## src/rtl/core/eda_pkg.sv

```systemverilog
package eda_pkg;

  // Default longest string held for each side.
  localparam int unsigned MaxLen = 32;

  // Field widths of the words on the two channels.
  localparam int unsigned OpWidth   = 2;
  localparam int unsigned SymWidth  = 8;
  localparam int unsigned CodeWidth = 3;

  // Operation codes of an input word.
  localparam logic [OpWidth-1:0] OP_ENTERED   = 2'd0;
  localparam logic [OpWidth-1:0] OP_REFERENCE = 2'd1;
  localparam logic [OpWidth-1:0] OP_RUN       = 2'd2;

  // Direction kept for each cost cell; the same values serve as edit codes.
  localparam logic [1:0] DIR_MATCH = 2'd0;
  localparam logic [1:0] DIR_SUBST = 2'd1;
  localparam logic [1:0] DIR_UP    = 2'd2;
  localparam logic [1:0] DIR_LEFT  = 2'd3;

  // Edit code sent when both strings are empty.
  localparam logic [CodeWidth-1:0] CODE_EMPTY = 3'd4;

endpackage

```

## src/rtl/core/eda_stream_if.sv

```systemverilog
// Input channel: one operation with its byte per word.
interface eda_in_if;
  logic                              valid;
  logic                              ready;
  logic [eda_pkg::OpWidth-1:0]       operation;
  logic [eda_pkg::SymWidth-1:0]      symbol;

  modport source (output valid, output operation, output symbol, input ready);
  modport sink   (input valid, input operation, input symbol, output ready);
endinterface

// Output channel: one edit code per word, the final one marked.
interface eda_out_if;
  logic                              valid;
  logic                              ready;
  logic [eda_pkg::CodeWidth-1:0]     edit_code;
  logic                              last;

  modport source (output valid, output edit_code, output last, input ready);
  modport sink   (input valid, input edit_code, input last, output ready);
endinterface

```

## src/rtl/core/eda_cell_unit.sv

```systemverilog
// Shared cost unit: evaluates one cell of the cost table from its three
// neighbours and picks the direction taken into the cell.
module eda_cell_unit #(
  parameter int unsigned CW = 6
) (
  input  logic [CW-1:0] diag_i,
  input  logic [CW-1:0] left_i,
  input  logic [CW-1:0] up_i,
  input  logic          differ_i,
  output logic [CW-1:0] cost_o,
  output logic [1:0]    dir_o
);

  logic          left_lt_up;
  logic [CW-1:0] side_cost;
  logic [CW-1:0] diag_cost;

  // One plus the smaller of the left and upper costs.
  assign left_lt_up = (left_i < up_i);
  assign side_cost  = (left_lt_up ? left_i : up_i) + CW'(1);
  assign diag_cost  = diag_i + CW'(differ_i);

  // The diagonal wins only when strictly cheaper.
  always_comb begin
    if (diag_cost < side_cost) begin
      cost_o = diag_cost;
      dir_o  = differ_i ? eda_pkg::DIR_SUBST : eda_pkg::DIR_MATCH;
    end else begin
      cost_o = side_cost;
      dir_o  = left_lt_up ? eda_pkg::DIR_LEFT : eda_pkg::DIR_UP;
    end
  end

endmodule

```

## src/rtl/core/edit_distance_alignment.sv

```systemverilog
// Channel | Dir | Word contents
// in_i    | in  | operation (append entered, append reference, run), symbol byte
// out_o   | out | edit_code (match, substitute, delete, insert, empty), last
//
// Load words are taken one per cycle while the block is idle. A run on two
// non-empty strings of lengths en and cn keeps the input closed through the fill
// and a traceback of at most en + cn steps, as every cost cell needs a read and
// a write of the single-port cost row, every step a read of the direction memory
// and the output load. A stalled output holds the traceback in place. Reset
// clears the lengths, the sequencer and the output register, not the memories.
module edit_distance_alignment #(
  parameter int unsigned MAX_LEN = eda_pkg::MaxLen
) (
  input  logic       clk_i,
  input  logic       rst_ni,
  eda_in_if.sink     in_i,
  eda_out_if.source  out_o
);

  localparam int unsigned IW     = $clog2(MAX_LEN + 1);
  localparam int unsigned SAW    = (MAX_LEN > 1) ? $clog2(MAX_LEN) : 1;
  localparam int unsigned CW     = $clog2(MAX_LEN + 2);
  localparam int unsigned Depth  = (MAX_LEN + 1) * (MAX_LEN + 1);
  localparam int unsigned DW     = $clog2(Depth);
  localparam logic [DW-1:0] RowStride = DW'(MAX_LEN + 1);
  localparam logic [IW-1:0] MaxCount  = IW'(MAX_LEN);

  typedef enum logic [3:0] {
    S_IDLE,
    S_EMPTY,
    S_INIT,
    S_ROW,
    S_CELL_RD,
    S_CELL_WR,
    S_TB_RD,
    S_TB_EMIT
  } state_e;

  state_e state_q;

  logic [IW-1:0] ent_cnt_q, ref_cnt_q;
  logic [IW-1:0] en_q, cn_q;
  logic [IW-1:0] ei_q, ci_q;
  logic [DW-1:0] row_base_q;
  logic [CW-1:0] diag_q, left_q;

  logic                          out_vld_q;
  logic [eda_pkg::CodeWidth-1:0] out_code_q;
  logic                          out_last_q;

  // Memories and their registered read data.
  logic [eda_pkg::SymWidth-1:0] ent_mem [MAX_LEN];
  logic [eda_pkg::SymWidth-1:0] ref_mem [MAX_LEN];
  logic [CW-1:0]                row_mem [MAX_LEN + 1];
  logic [1:0]                   dir_mem [Depth];

  logic [eda_pkg::SymWidth-1:0] ent_rd_q, ref_rd_q;
  logic [CW-1:0]                row_rd_q;
  logic [1:0]                   dir_rd_q;

  logic          in_fire;
  logic          out_free;
  logic          out_load;
  logic          ent_wr, ref_wr, ent_rd, ref_rd;
  logic          row_wr, row_rd, dir_wr, dir_rd;
  logic [CW-1:0] row_wdata;
  logic [DW-1:0] dir_addr;
  logic [CW-1:0] cell_cost;
  logic [1:0]    cell_dir;

  logic [1:0]    tb_dir;
  logic [IW-1:0] tb_ei_d, tb_ci_d;
  logic [DW-1:0] tb_base_d;
  logic          tb_last;

  assign in_i.ready = (state_q == S_IDLE);
  assign in_fire    = in_i.valid && in_i.ready;
  assign out_free   = !out_vld_q || out_o.ready;
  assign out_load   = out_free && ((state_q == S_EMPTY) || (state_q == S_TB_EMIT));

  assign out_o.valid     = out_vld_q;
  assign out_o.edit_code = out_code_q;
  assign out_o.last      = out_last_q;

  // Memory controls follow the sequencer state.
  always_comb begin
    ent_wr    = in_fire && (in_i.operation == eda_pkg::OP_ENTERED) && (ent_cnt_q < MaxCount);
    ref_wr    = in_fire && (in_i.operation == eda_pkg::OP_REFERENCE) && (ref_cnt_q < MaxCount);
    ent_rd    = (state_q == S_ROW);
    ref_rd    = (state_q == S_CELL_RD);
    row_rd    = (state_q == S_CELL_RD);
    row_wr    = (state_q == S_INIT) || (state_q == S_CELL_WR);
    row_wdata = (state_q == S_INIT) ? CW'(ci_q) : cell_cost;
    dir_wr    = (state_q == S_CELL_WR);
    dir_rd    = (state_q == S_TB_RD);
    dir_addr  = row_base_q + DW'(ci_q);
  end

  // String memories, written on load and read during the fill.
  always_ff @(posedge clk_i) begin
    if (ent_wr) begin
      ent_mem[ent_cnt_q[SAW-1:0]] <= in_i.symbol;
    end
    if (ref_wr) begin
      ref_mem[ref_cnt_q[SAW-1:0]] <= in_i.symbol;
    end
    if (ent_rd) begin
      ent_rd_q <= ent_mem[SAW'(ei_q - IW'(1))];
    end
    if (ref_rd) begin
      ref_rd_q <= ref_mem[SAW'(ci_q - IW'(1))];
    end
  end

  // Cost row, updated in place one cell at a time.
  always_ff @(posedge clk_i) begin
    if (row_wr) begin
      row_mem[ci_q] <= row_wdata;
    end
    if (row_rd) begin
      row_rd_q <= row_mem[ci_q];
    end
  end

  // Direction store for the whole table.
  always_ff @(posedge clk_i) begin
    if (dir_wr) begin
      dir_mem[dir_addr] <= cell_dir;
    end
    if (dir_rd) begin
      dir_rd_q <= dir_mem[dir_addr];
    end
  end

  eda_cell_unit #(
    .CW (CW)
  ) u_cell (
    .diag_i   (diag_q),
    .left_i   (left_q),
    .up_i     (row_rd_q),
    .differ_i (ent_rd_q != ref_rd_q),
    .cost_o   (cell_cost),
    .dir_o    (cell_dir)
  );

  // Traceback step: the table edges force the direction.
  always_comb begin
    tb_ei_d   = ei_q;
    tb_ci_d   = ci_q;
    tb_base_d = row_base_q;
    if (ei_q == '0) begin
      tb_dir = eda_pkg::DIR_LEFT;
    end else if (ci_q == '0) begin
      tb_dir = eda_pkg::DIR_UP;
    end else begin
      tb_dir = dir_rd_q;
    end
    unique case (tb_dir)
      eda_pkg::DIR_MATCH, eda_pkg::DIR_SUBST: begin
        tb_ei_d   = ei_q - IW'(1);
        tb_ci_d   = ci_q - IW'(1);
        tb_base_d = row_base_q - RowStride;
      end
      eda_pkg::DIR_UP: begin
        tb_ei_d   = ei_q - IW'(1);
        tb_base_d = row_base_q - RowStride;
      end
      default: begin
        tb_ci_d = ci_q - IW'(1);
      end
    endcase
    tb_last = (tb_ei_d == '0) && (tb_ci_d == '0);
  end

  // Sequencer with counts and the output register.
  always_ff @(posedge clk_i or negedge rst_ni) begin
    if (!rst_ni) begin
      state_q    <= S_IDLE;
      ent_cnt_q  <= '0;
      ref_cnt_q  <= '0;
      en_q       <= '0;
      cn_q       <= '0;
      ei_q       <= '0;
      ci_q       <= '0;
      row_base_q <= '0;
      diag_q     <= '0;
      left_q     <= '0;
      out_vld_q  <= 1'b0;
      out_code_q <= '0;
      out_last_q <= 1'b0;
    end else begin
      // The output word is loaded, or dropped once it has been taken.
      if (out_load) begin
        out_vld_q <= 1'b1;
      end else if (out_vld_q && out_o.ready) begin
        out_vld_q <= 1'b0;
      end
      unique case (state_q)
        S_IDLE: begin
          if (ent_wr) begin
            ent_cnt_q <= ent_cnt_q + IW'(1);
          end
          if (ref_wr) begin
            ref_cnt_q <= ref_cnt_q + IW'(1);
          end
          if (in_fire && (in_i.operation == eda_pkg::OP_RUN)) begin
            en_q       <= ent_cnt_q;
            cn_q       <= ref_cnt_q;
            ei_q       <= ent_cnt_q;
            ci_q       <= ref_cnt_q;
            ent_cnt_q  <= '0;
            ref_cnt_q  <= '0;
            row_base_q <= '0;
            if ((ent_cnt_q == '0) && (ref_cnt_q == '0)) begin
              state_q <= S_EMPTY;
            end else if ((ent_cnt_q == '0) || (ref_cnt_q == '0)) begin
              state_q <= S_TB_RD;
            end else begin
              ci_q    <= IW'(1);
              state_q <= S_INIT;
            end
          end
        end
        S_EMPTY: begin
          if (out_free) begin
            out_code_q <= eda_pkg::CODE_EMPTY;
            out_last_q <= 1'b1;
            state_q    <= S_IDLE;
          end
        end
        // First row of costs: cell ci costs ci.
        S_INIT: begin
          if (ci_q == cn_q) begin
            ei_q    <= IW'(1);
            state_q <= S_ROW;
          end else begin
            ci_q <= ci_q + IW'(1);
          end
        end
        // Row set-up: the left edge costs ei, its upper neighbour ei - 1.
        S_ROW: begin
          row_base_q <= row_base_q + RowStride;
          ci_q       <= IW'(1);
          diag_q     <= CW'(ei_q - IW'(1));
          left_q     <= CW'(ei_q);
          state_q    <= S_CELL_RD;
        end
        S_CELL_RD: begin
          state_q <= S_CELL_WR;
        end
        S_CELL_WR: begin
          diag_q <= row_rd_q;
          left_q <= cell_cost;
          if (ci_q != cn_q) begin
            ci_q    <= ci_q + IW'(1);
            state_q <= S_CELL_RD;
          end else if (ei_q != en_q) begin
            ei_q    <= ei_q + IW'(1);
            state_q <= S_ROW;
          end else begin
            state_q <= S_TB_RD;
          end
        end
        S_TB_RD: begin
          state_q <= S_TB_EMIT;
        end
        S_TB_EMIT: begin
          if (out_free) begin
            out_code_q <= {1'b0, tb_dir};
            out_last_q <= tb_last;
            ei_q       <= tb_ei_d;
            ci_q       <= tb_ci_d;
            row_base_q <= tb_base_d;
            state_q    <= tb_last ? S_IDLE : S_TB_RD;
          end
        end
        default: begin
          state_q <= S_IDLE;
        end
      endcase
    end
  end

  // The lengths never pass the string capacity.
  assert property (@(posedge clk_i) disable iff (!rst_ni)
    (ent_cnt_q <= MaxCount) && (ref_cnt_q <= MaxCount))
    else $error("string length beyond capacity");

  // A run clears both lengths.
  assert property (@(posedge clk_i) disable iff (!rst_ni)
    in_fire && (in_i.operation == eda_pkg::OP_RUN) |=> (ent_cnt_q == '0) && (ref_cnt_q == '0))
    else $error("lengths not cleared by run");

  // Cells are only evaluated inside the table.
  assert property (@(posedge clk_i) disable iff (!rst_ni)
    (state_q == S_CELL_WR) |-> (ci_q != '0) && (ci_q <= cn_q) && (ei_q != '0) && (ei_q <= en_q))
    else $error("cell index outside table");

  // No cost exceeds the string capacity.
  assert property (@(posedge clk_i) disable iff (!rst_ni)
    (state_q == S_CELL_WR) |-> (cell_cost <= CW'(MAX_LEN)))
    else $error("cell cost out of range");

  // The marked final code ends the traceback and frees the input.
  assert property (@(posedge clk_i) disable iff (!rst_ni)
    (state_q == S_TB_EMIT) && out_free && tb_last |=> (state_q == S_IDLE) && out_last_q)
    else $error("traceback did not end on final code");

endmodule
```

## src/flat_wrapper.sv

```systemverilog
// flat-port wrapper written by rule: the top's interface ports become plain ports
module edit_distance_alignment_flat 
#(
  parameter int unsigned MAX_LEN = eda_pkg::MaxLen
)
  (clk_i, rst_ni, in_i_valid, in_i_operation, in_i_symbol, in_i_ready, out_o_valid, out_o_edit_code, out_o_last, out_o_ready);
  eda_in_if in_i_i ();
  eda_out_if out_o_i ();
  input  logic clk_i;
  input  logic rst_ni;
  input wire logic [$bits(in_i_i.valid)-1:0] in_i_valid;
  input wire logic [$bits(in_i_i.operation)-1:0] in_i_operation;
  input wire logic [$bits(in_i_i.symbol)-1:0] in_i_symbol;
  output wire logic [$bits(in_i_i.ready)-1:0] in_i_ready;
  output wire logic [$bits(out_o_i.valid)-1:0] out_o_valid;
  output wire logic [$bits(out_o_i.edit_code)-1:0] out_o_edit_code;
  output wire logic [$bits(out_o_i.last)-1:0] out_o_last;
  input wire logic [$bits(out_o_i.ready)-1:0] out_o_ready;
  assign in_i_i.valid = in_i_valid;
  assign in_i_i.operation = in_i_operation;
  assign in_i_i.symbol = in_i_symbol;
  assign in_i_ready = in_i_i.ready;
  assign out_o_valid = out_o_i.valid;
  assign out_o_edit_code = out_o_i.edit_code;
  assign out_o_last = out_o_i.last;
  assign out_o_i.ready = out_o_ready;
  edit_distance_alignment #(.MAX_LEN(MAX_LEN)) u_core (.clk_i(clk_i), .rst_ni(rst_ni), .in_i(in_i_i), .out_o(out_o_i));
endmodule
```

## config.mk

```make
export PLATFORM = sky130hd
export DESIGN_NAME = edit_distance_alignment_flat
export DESIGN_NICKNAME = d
export VERILOG_FILES = /design/src/rtl/core/eda_pkg.sv /design/src/rtl/core/eda_stream_if.sv /design/src/rtl/core/eda_cell_unit.sv /design/src/rtl/core/edit_distance_alignment.sv /design/src/flat_wrapper.sv
export SDC_FILE = /design/constraint.sdc
export NUM_CORES = 2
export LEC_CHECK = 0
export ABC_CLOCK_PERIOD_IN_PS = 154100
export BUFFER_PORTS_ARGS = -buffer_cell sky130_fd_sc_hd__buf_2
export CORE_AREA = 10 10 563 565
export DETAILED_ROUTE_END_ITERATION = 7
export DIE_AREA = 0 0 573 575
export GPL_ROUTABILITY_DRIVEN = 0
export GPL_TIMING_DRIVEN = 0
export PLACE_DENSITY = 0.56
export SLEW_MARGIN = 10
export SYNTH_ARGS = -nofsm -noshare
export SYNTH_HDL_FRONTEND = slang
export SYNTH_HIERARCHICAL = 1
export SYNTH_SLANG_ARGS = --single-unit
export TNS_END_PERCENT = 50
```

## constraint.sdc

```tcl
create_clock -name clk_i -period 154.1 [get_ports clk_i]
set_clock_uncertainty 0.1 [all_clocks]
set_input_delay 30.82 -clock clk_i [delete_from_list [all_inputs] [get_ports clk_i]]
set_output_delay 30.82 -clock clk_i [all_outputs]
set_load 0.02 [all_outputs]
```

==> After elaboration in Yosys (flattened, before gate mapping) <==
Memories as Yosys holds them, arrays and structs flattened. A register that Yosys moved wholly into a read port is not among the register bits.
Cells that the tools add are included.
{ "op_classes": {"add_sub_neg": 11, "magnitude_cmp": 4, "eq_ne": 24, "n_mux": 59, "reduce_logical": 41} }
{ "ops": {"columns": ["cell", "n"], "rows": [
  ["$mux 6", 20],
  ["$logic_not 6->1", 6],
  ["$mux 11", 3],
  ["$pmux 11 s3", 1],
  ["$pmux 4 s8", 1],
  ["$add 6x1->6 const B", 5],
  ["$pmux 6 s5", 1],
  ["$mux 4", 6],
  ["$pmux 6 s2", 2],
  ["$pmux 6 s4", 1],
  ["$eq 4x3->1 const B", 4],
  ["$mux 3", 5],
  ["$mux 1", 14],
  ["$ne 2x2->1 const B", 7],
  ["$lt 6x6->1", 2],
  ["$lt 6x6->1 const B", 2],
  ["$ne 6x6->1", 2],
  ["$sub 6x1->6 const B", 2],
  ["$add 11x6->11", 1],
  ["$add 11x6->11 const B", 1],
  ["$sub 11x6->11 const B", 1],
  ["$logic_and 1x1->1", 10],
  ["$reduce_bool 2->1", 5],
  ["$eq 4x2->1 const B", 2],
  ["other kinds (23)", 35]
]} }
{ "word_totals": {"register_bits": 68, "mem_bits_rw": 2888, "inputBits": 14, "out_inout_bits": 6, "wordCells": 156, "mem_count": 4} }
{ "memory_table": {"columns": ["name", "depth", "width", "rd", "rd_ports_with_merged_regs", "wr", "line_no", "source"], "rows": [
  ["u_core.dir_mem", 1089, 2, 1, 1, 1, "edit_distance_alignment.sv:55", "logic [1:0] dir_mem [Depth];"],
  ["u_core.ent_mem", 32, 8, 1, 1, 1, "edit_distance_alignment.sv:52", "logic [eda_pkg::SymWidth-1:0] ent_mem [MAX_LEN];"],
  ["u_core.ref_mem", 32, 8, 1, 1, 1, "edit_distance_alignment.sv:53", "logic [eda_pkg::SymWidth-1:0] ref_mem [MAX_LEN];"],
  ["u_core.row_mem", 33, 6, 1, 1, 1, "edit_distance_alignment.sv:54", "logic [CW-1:0] row_mem [MAX_LEN + 1];"]
]} }

==> Depth between registers and ports, before layout <==
{ "logic_depth": {"depth_word": 11, "ltp_mapped": 20, "mapped_depth_nobuf": 20} }

==> Modules after synthesis <==
The synthesis kept the hierarchy.
{ "modules_own_cells": {"columns": ["module", "n_inst", "cells_per_inst", "area_per_inst_um2", "seq_area_each_um2"], "rows": [
  ["edit_distance_alignment", 1, 6738, 120772.1, 89120.5],
  ["eda_cell_unit", 1, 87, 686.9, 0.0]
]} }

==> Worst setup path after synthesis <==
OpenSTA, ideal clock, no wires.
{ "synth_timing": {"path_kind": "register -> register", "from": "register u_core.row_rd_q[3] (read register of u_core.row_mem)", "to": "memory u_core.dir_mem[0][0], data pin", "setup_ns": 4.505, "arrival_time_ns": 104.729, "required_time_ns": 149.495, "setup_slack_ns": 44.766, "path_stages_with_launch": 14, "n_path_buf": 0, "period_less_slack_ns": 109.334, "cell_sequence": "edfxtp_1 > inv_1 > ha_1 > nand4_2 > o21ai_4 > mux2_2 > ha_1 > nand3_1 > xnor2_1 > o21ai_0 > ha_1 > nand3_1 > o31ai_4 > mux2i_1"} }
{ "synth_between": {"elab_chain_cells": 5, "elab_cells_between_ends": 6, "cone_classes": "add/sub (1); order compare (2); mux (3)"} }
{ "synth_lines": {"columns": ["item", "line_no", "source"], "rows": [
  ["from (decl)", "edit_distance_alignment.sv:58", "logic [CW-1:0] row_rd_q;"],
  ["$lt 6x6->1", "eda_cell_unit.sv:19", "assign left_lt_up = (left_i < up_i);"],
  ["$mux 6", "eda_cell_unit.sv:20", "assign side_cost = (left_lt_up ? left_i : up_i) + CW'(1);"],
  ["$add 6x1->6", "eda_cell_unit.sv:20", null],
  ["$lt 6x6->1", "eda_cell_unit.sv:25", "if (diag_cost < side_cost) begin"],
  ["$mux 2 *", "eda_cell_unit.sv:25", null],
  ["net u_core.cell_dir[0]", "edit_distance_alignment.sv:69", "logic [1:0] cell_dir;"],
  ["to (decl)", "edit_distance_alignment.sv:55", null]
]} }
Mark *: on every way through the listed nets, which the timed path passes. The rest lies on a longest branch.

==> Worst setup path in the final report <==
{ "layout_timing": {"from": "register u_core.state_q[2]", "to": "output port in_i_ready"} }
{ "layout_between": {"elab_chain_cells": 1} }
{ "layout_lines": {"columns": ["item", "line_no", "source"], "rows": [
  ["from (decl)", "edit_distance_alignment.sv:39", "state_e state_q;"],
  ["from (signal assigned)", "edit_distance_alignment.sv:274", "state_q <= tb_last ? S_IDLE : S_TB_RD;"],
  ["$logic_not 4->1", "edit_distance_alignment.sv:76", "assign in_i.ready = (state_q == S_IDLE);"],
  ["to (decl)", "flat_wrapper.sv:14", "output wire logic [$bits(in_i_i.ready)-1:0] in_i_ready;"]
]} }
No other way between the ends.

==> impl_summary.log <==
INFO  metric area_of_the_multi_input_gates = 30170 µm²
INFO  metric via_per_inst = 6.374
INFO  metric clock_path_buffers = 4
INFO  metric post_dp_cell_area = 130100 µm²
INFO  metric tritoncts = built
INFO  metric design.die.area = 329500 µm²
INFO  metric layout_cells_sized_above_1 = 0.2240
INFO  metric dieHeight = 575 µm
INFO  metric seqCellArea = 89120 µm²
INFO  metric critPathKind = flop to output port
INFO  metric maximum_fanout_count_along_the_critical_path = 5
INFO  metric synth.lib_cells_used.distinct = 86
INFO  metric num-fill-cells = 26060
INFO  metric yosys.cell_count.top_type = edfxtp_1
INFO  metric total_of_buffers_placed_on_input_and_output_ports = 19
INFO  metric synth_top_cells_by_area = edfxtp_1 72%, mux4_2 14%, nor2_1 3.9%, dfrtp_1 1.4%, a22oi_1 1.0%
INFO  metric grt_first_pass_wirelength = 602600 µm
INFO  metric fin_crit = 33.36 ns
INFO  metric timing.hold.worst.class = flop to flop
INFO  metric slew_worst_pin = 1.549 ns
INFO  metric initial_utilization = 0.3982
INFO  metric maxCapViolCount = 1
INFO  metric detail_route.iter0.violations = 14330
INFO  metric global_route.overflow_total = 0
INFO  metric worst_endpoint_required_time = 123.18 ns
INFO  metric final.setup.tns = 0 ns
INFO  metric fmax = 0.02998 GHz
INFO  metric clk_transition_reported_paths = 0.06 ns
INFO  metric floorplan.rows = 203
INFO  metric root_buffer_selected_by_cts = clkbuf_16
INFO  metric synthToLayoutAreaGrowth = 15.21%
INFO  metric critPathCaptureType = output port
INFO  metric clock_latency = 0.88 ns
INFO  metric antenna_violations_before_repair = 45
INFO  metric cts-buffers-inserted = 315
INFO  metric cp_slowest_stage_delay = 0.82 ns
INFO  metric synth-main-ff-cell = edfxtp_1
INFO  metric core = 305000 µm²
INFO  metric synth_top_area_cell = edfxtp_1
INFO  metric pin_count_of_the_biggest_net_entering_global_routing = 65
INFO  metric vias = 74580
INFO  metric yosysWarnings = 6
INFO  metric final-hold-violation-count = 0
INFO  metric clock_sinks = 2979
INFO  metric share_of_the_clock_period_used_by_the_worst_path = 0.2165
INFO  metric grt_setup_unrepaired = false
INFO  metric stdcell_area = 139900 µm²
INFO  metric io_pins = 20
INFO  metric arrival = 2.44 ns
INFO  metric cts_resized = 0
INFO  metric number_of_global_route_vias_before_repair = 70620
INFO  metric post-synth-top-area-fraction = 0.7199
INFO  metric cp_cell_sequence = nor3_1 -> buf_2
INFO  metric layout.nets = 7374
INFO  metric place_hpwl = 298100 µm
INFO  metric kind_of_start_point_of_the_critical_path = flop
INFO  metric dr.pass1.iters = 8
INFO  metric track_usage = 0.2638
INFO  metric max_slew_margin = -0.03274
INFO  metric synth_commonest_cells = 2912 x edfxtp_1, 1267 x nor2_1, 734 x mux4_2, 302 x nand2_1, 262 x clkbuf_1
INFO  metric mappedNetlistArea = 121500 µm²
INFO  metric cts.hold.buffers_added = 0
INFO  metric post-cts-setup-buffer-count = 0
INFO  metric die_width = 573 µm
INFO  metric cts_htree_levels = 5
INFO  metric wl_per_cell = 38.50 µm
INFO  metric failed_checks = design-rule violations, max-capacitance violations, max-slew violations
INFO  metric report.final.slew_viol_count = 11
INFO  metric remaining_drc_errors = 37
INFO  metric worst_path_max_delay_cell = nor3_1
INFO  metric synth.yosys.seq_area_share = 0.7337
INFO  metric syn_avg_cell_area = 17.80 µm²
INFO  metric status = finished with violations
INFO  metric ys_seq_elements = 2979
INFO  metric number_of_enable_type_register_cells_in_the_synthesized_netlist = 2912
INFO  metric asyncSetResetFlopFracSynth = 0.02249
INFO  metric drt.antenna.violating_nets = 0
INFO  metric detail_route.wirelength = 450400 µm
INFO  metric setup_violations = 0
INFO  metric syn_inst = 6825
INFO  metric postSynthNetCount = 6885
## routing by layer
metal | global-route usage | wire length (µm) | part of all wire | vias to the layer above
li1 | - | - | - | 28140
met5 | 0 | 59 | 0.00013 | -
met1 | 0.3571 | 166100 | 0.37 | 39180
met3 | 0.09662 | 66550 | 0.15 | 1160
met4 | 0.1226 | 26070 | 0.058 | 10
met2 | 0.3797 | 191600 | 0.43 | 6084
## placed cells by master, fill, tap and decap left out, drive strengths merged, types with 24 or more instances in the layout
master / count
a22o: 36
a21oi: 102
clkinv: 127
dfrtp: 67
diode: 40
mux2i: 40
xor2: 36
nand4: 44
a221oi: 39
mux4: 734
nand3: 73
clkbuf: 659
inv: 51
nor2: 1268
and3: 24
a22oi: 168
xnor2: 33
buf: 403
nor3: 38
edfxtp: 2912
mux2: 35
nand2: 302
ha: 44
o21ai: 66
## layout make-up
type                    count  share of cell area
diodes                     40           0.0007153
plain buffers             493             0.01690
clock buffers             397             0.05942
clock inverters           165            0.009961
inverters                  39            0.001046
multi-input cells        3314              0.2156
flip-flops and latches   2979              0.6369
well taps                4100             0.03666
repair buffers            172             0.02275
## kinds of logic after synthesis
family                   count (synthesis)  share of synthesized area
flip-flops                            2979                     0.7337
AND/OR/NAND/NOR                       1825                    0.06110
multiplexers                           809                     0.1427
AO/OA/AOI/OAI                          565                    0.03315
buffers and inverters                  532                    0.01915
XOR/XNOR                                69                   0.005316
adder cells (fa/ha/maj)                 46                   0.004862
## flip-flops by register name, summed over array words and instances (netlist names), 8 cells and up
name               flops
u_core/ent_mem       256
u_core/dir_mem      2178
u_core/row_base_q     11
u_core/ref_rd_q        8
u_core/row_mem       198
u_core/ent_rd_q        8
u_core/ref_mem       256
## critical path, delay by kind of cell, from the launching register on
family                 cells  cell delay, ns
flip-flops                 1            0.43
AND/OR/NAND/NOR            1            0.82
buffers and inverters      1            0.32
## worst paths after layout
check / from / endpoint / slack [ns] / cells past startpoint
min: u_core/en_q[3] / u_core/en_q[3] / 0.41 / 2
min in group asynchronous: rst_ni / u_core/left_q[3] / 29.79 / 1
max: u_core/state_q[2] / in_i_ready / 120.74 / 2
max in group asynchronous: rst_ni / u_core/row_base_q[4] / 123.46 / 2
min reg2reg: u_core/en_q[3] / u_core/en_q[3] / 0.41 / 2
max reg2reg: u_core/ci_q[0] / u_core/dir_rd_q[0] / 146.12 / 13
## metrics by stage
step                      hold WS (ns)  utilization  instances  worst slack, ns
after floorplan                 0.3654            -       6825            44.77
after global placement          0.3970       0.4153      10940          -170.10
after detailed placement        0.3908       0.4264      11100           120.20
after CTS                       0.4034       0.4582      11660           120.75
after global routing            0.4390       0.4584      11660           120.67
final                           0.4073       0.4587      11700           120.74
Power is left out: the tool's default activity adds up to more than one toggle a clock period on the data nets, which glitch-free logic cannot reach.
